[config.mk]
export PLATFORM = sky130hd
export DESIGN_NAME = vrpm_map
export DESIGN_NICKNAME = d
export VERILOG_FILES = /design/src/hw/rtl/vrpm_pkg.sv /design/src/hw/rtl/vrpm_map.sv
export SDC_FILE = /design/constraint.sdc
export NUM_CORES = 1
export LEC_CHECK = 0
export BUFFER_PORTS_ARGS = -buffer_cell sky130_fd_sc_hd__clkbuf_2
export CORE_AREA = 2 2 39 41
export DETAILED_ROUTE_END_ITERATION = 10
export DIE_AREA = 0 0 41 43
export PLACE_DENSITY_LB_ADDON = 0.12
export SETUP_SLACK_MARGIN = 0.3
export SLEW_MARGIN = 20
export SYNTH_ARGS = -nofsm -noshare
export SYNTH_HDL_FRONTEND = slang
export SYNTH_SLANG_ARGS = --single-unit
[constraint.sdc]
create_clock -name vclk -period 0.8
set_input_delay 0.08 -clock vclk [all_inputs]
set_output_delay 0.08 -clock vclk [all_outputs]
set_load 0.01 [all_outputs]
[src/hw/rtl/vrpm_pkg.sv]
// Shared definitions for the video register port: memory geometry, bus
// operation codes, address regions and the address decode result.
// No dependencies.
package vrpm_pkg;

  localparam int unsigned ADDRESS_SPACE    = 16384;
  localparam int unsigned NAMETABLE_START  = 8192;
  localparam int unsigned NAMETABLE_MIRROR = 4096;
  localparam int unsigned PALETTE_START    = 16128;
  localparam int unsigned PALETTE_ENTRIES  = 32;

  localparam int unsigned PAT_DEPTH  = 8192;
  localparam int unsigned NAME_DEPTH = 4096;
  localparam int unsigned PAL_DEPTH  = 32;
  localparam int unsigned OAM_DEPTH  = 256;

  localparam int unsigned VADDR_W = 16;
  localparam int unsigned SPACE_W = $clog2(ADDRESS_SPACE);
  localparam int unsigned PAT_AW  = $clog2(PAT_DEPTH);
  localparam int unsigned NAME_AW = $clog2(NAME_DEPTH);
  localparam int unsigned PAL_AW  = $clog2(PAL_DEPTH);
  localparam int unsigned OAM_AW  = $clog2(OAM_DEPTH);
  localparam int unsigned INC_W   = 6;

  typedef enum logic [2:0] {
    OP_STATUS_RD = 3'd0,
    OP_OAM_ADDR  = 3'd1,
    OP_OAM_WR    = 3'd2,
    OP_OAM_RD    = 3'd3,
    OP_SCROLL_WR = 3'd4,
    OP_ADDR_WR   = 3'd5,
    OP_DATA_WR   = 3'd6,
    OP_DATA_RD   = 3'd7
  } opcode_e;

  typedef enum logic [1:0] {
    REGION_PAT  = 2'd0,
    REGION_NAME = 2'd1,
    REGION_PAL  = 2'd2
  } region_e;

  typedef struct packed {
    region_e             region;
    logic [PAT_AW-1:0]   index;
  } map_t;

endpackage

[src/hw/rtl/vrpm_map.sv]
// Video address decoder: folds a 16-bit video address into pattern,
// nametable or palette store and gives the entry index. Uses vrpm_pkg.
module vrpm_map #(
  parameter int unsigned NametableMirror = vrpm_pkg::NAMETABLE_MIRROR
) (
  input  logic [vrpm_pkg::VADDR_W-1:0] vaddr_i,
  output vrpm_pkg::map_t               map_o
);
  import vrpm_pkg::*;

  // The nametable window is shorter than eight mirrors of the smallest size,
  // so a short chain of conditional subtracts folds the offset.
  localparam int unsigned MirrorSteps =
      (PALETTE_START - NAMETABLE_START - 1) / NametableMirror;
  localparam logic [PAT_AW-1:0] Mirror = PAT_AW'(NametableMirror);

  logic [SPACE_W-1:0] space_addr;
  logic [PAT_AW-1:0]  name_off;

  assign space_addr = vaddr_i[SPACE_W-1:0];

  always_comb begin
    name_off = PAT_AW'(space_addr - SPACE_W'(NAMETABLE_START));
    for (int k = 0; k < MirrorSteps; k++) begin
      if (name_off >= Mirror) begin
        name_off = name_off - Mirror;
      end
    end
  end

  always_comb begin
    if (space_addr < SPACE_W'(NAMETABLE_START)) begin
      map_o.region = REGION_PAT;
      map_o.index  = space_addr[PAT_AW-1:0];
    end else if (space_addr < SPACE_W'(PALETTE_START)) begin
      map_o.region = REGION_NAME;
      map_o.index  = name_off;
    end else begin
      map_o.region = REGION_PAL;
      map_o.index  = {{(PAT_AW-PAL_AW){1'b0}},
                      PAL_AW'(space_addr - SPACE_W'(PALETTE_START))};
    end
  end

endmodule

==> impl_metrics.ini <==
[global_routing]
use_met2_pct = 9.38
use_met3_pct = 2.09
grt_pass1_vias = 189
antenna_found_initial = 0
overflow = 0
met1_usage_pct = 7.28
grt_pass1_wl_um = 779
grt_usage_pct = 5.69
top_usage_layer = met2
grt_max_degree = 5

[run]
maxCapViolations = 0

[cells_and_area]
final_nets = 56
final_common_cell = buf_6
drive_above_1_share_pct = 100
nFillCells = 159
design.seq.count = 0
finish.utilization_pct = 25.3
mostFrequentLayoutCells = buf_6, a21boi_2, buf_2, clkbuf_2
design_area_um2 = 350
sequential_cell_area_um2 = 0
area_delta_synth_final_pct = 101
clockBufferCount = 0
diodes = 0

[sta]
rsz0062_at_grt = true
slew_violations = 0
fin_crit_sh_pct = 103
post-route-min-period_ns = 0.824
setup_viol = 9
tightest_slew_ns = 0.0910
relSlewSlack_pct = 93.9
fmax_mhz = 1210
setup_ws_ns = -0.0243
hold_viol_final = 0

[power]
ir_drop_mv = 0.149
powerDensity_nw_per_um2 = 449
leakagePower_nw = 0.177
power_mw = 0.157

[logic_synthesis]
ys_types = 7
ys_seq_area_share_pct = 0
postSynthAreaPerCell_um2 = 9.15
synth_fp_nets = 35
synth.cell_area_um2 = 174
yosys-top-cells-area = a21boi_2, buf_4, and2_1, buf_6, and4_1
synth_cells = 19
yosysTopAreaCell = a21boi_2
yosys.area.top_type_share_pct = 51.8
ys.warnings.count = 0

[placement]
hpwl_um = 502
gp_congestion = 0.608
place_ws_ns = -0.109
portBuffers = 19
dpl-instance-area_um2 = 280

[drt]
antenna_left = 0
drt_pre_antenna_iters = 1
drc = 0
routed_wl_um = 554
vias_per_cell = 3.69
via_count = 199
drtIter0Drc = 0
detail_route.wl_per_cell_um = 10.3

[worst_setup_path]
critPathKind = in2out
worstPathMaxFanout = 3
cp-end-kind = primary output
crit_arrival_ns = 0.74
worstSetupStartpointType = input pin
crit_required_ns = 0.72

[outcome]
status = complete, but fails checks
violations = negative setup slack

[floorplanning]
core_area_um2 = 1380
num_rows = 14
initial_core_util_pct = 12.6
fp.dieH_um = 43
die_w_um = 41
io-pin-count = 31
die_area_um2 = 1760

[worst_hold_path]
whs_path_depth = 0
worstHoldPathType = in2out

[cts]
holdBufCountCts = 0
==> worst max-delay path, stage by stage <==
cell and delay [ns]:
buf_6 0.09, and4_4 0.19, buf_4 0.13, and2_4 0.14
buf_6 0.11
==> path summary, 6_finish.rpt <==
path	startpoint	endpoint	slack [ns]
worst max-delay path	vaddr_i[13]	map_o[14]	-0.02
worst min-delay path	vaddr_i[2]	map_o[2]	0.16
==> timing repair <==
action,CTS,global route
pin swaps,10,2
endpoints found under the setup margin,10,10
buffers inserted,0,1
resized for setup,6,18
==> synth_stat cells (all sizes together) <==
cell    n
nor2b   1
clkbuf  1
and2    2
and4    1
a21boi  8
buf     6
==> per-stage QoR <==
stage               setup TNS, ns  cells  hold slack (ns)
global placement           -0.655     53            0.160
finish                     -0.112     54            0.160
detailed placement         -0.794     53            0.160
global route               -0.346     54            0.160
CTS                        -0.192     53            0.160
floorplan                       0     19            0.206
==> power breakdown <==
| part | switching [mW] | internal (mW) | leakage [nW] |
|---|---|---|---|
| registers | 0 | 0 | 0 |
| logic | 0.0607 | 0.0968 | 0.177 |
| clock network | 0 | 0 | 0 |
==> cell families (layout without fill, tap and decap cells) <==
| logic type | count (synthesis) | in the layout | synth area share (%) |
|---|---|---|---|
| AOI/OAI and AO/OA | 8 | 8 | 51.8 |
| buffers and inverters | 7 | 26 | 32.4 |
| and+or+nand+nor | 4 | 4 | 15.8 |
==> metal layers <==
metal  vias to the layer above  routed length [µm]
li1                         98                   -
met1                        82                 187
met2                        19                 245
met3                         0                 120
met4                         0                   0
met5                         -                   0
==> layout make-up <==
type	instances	area (µm²)	share of cell area (%)
repair buffers	26	198	56.4
well taps	16	20.0	5.71
multi-input cells	12	133	37.9
Power figures use the tool's default switching activity.
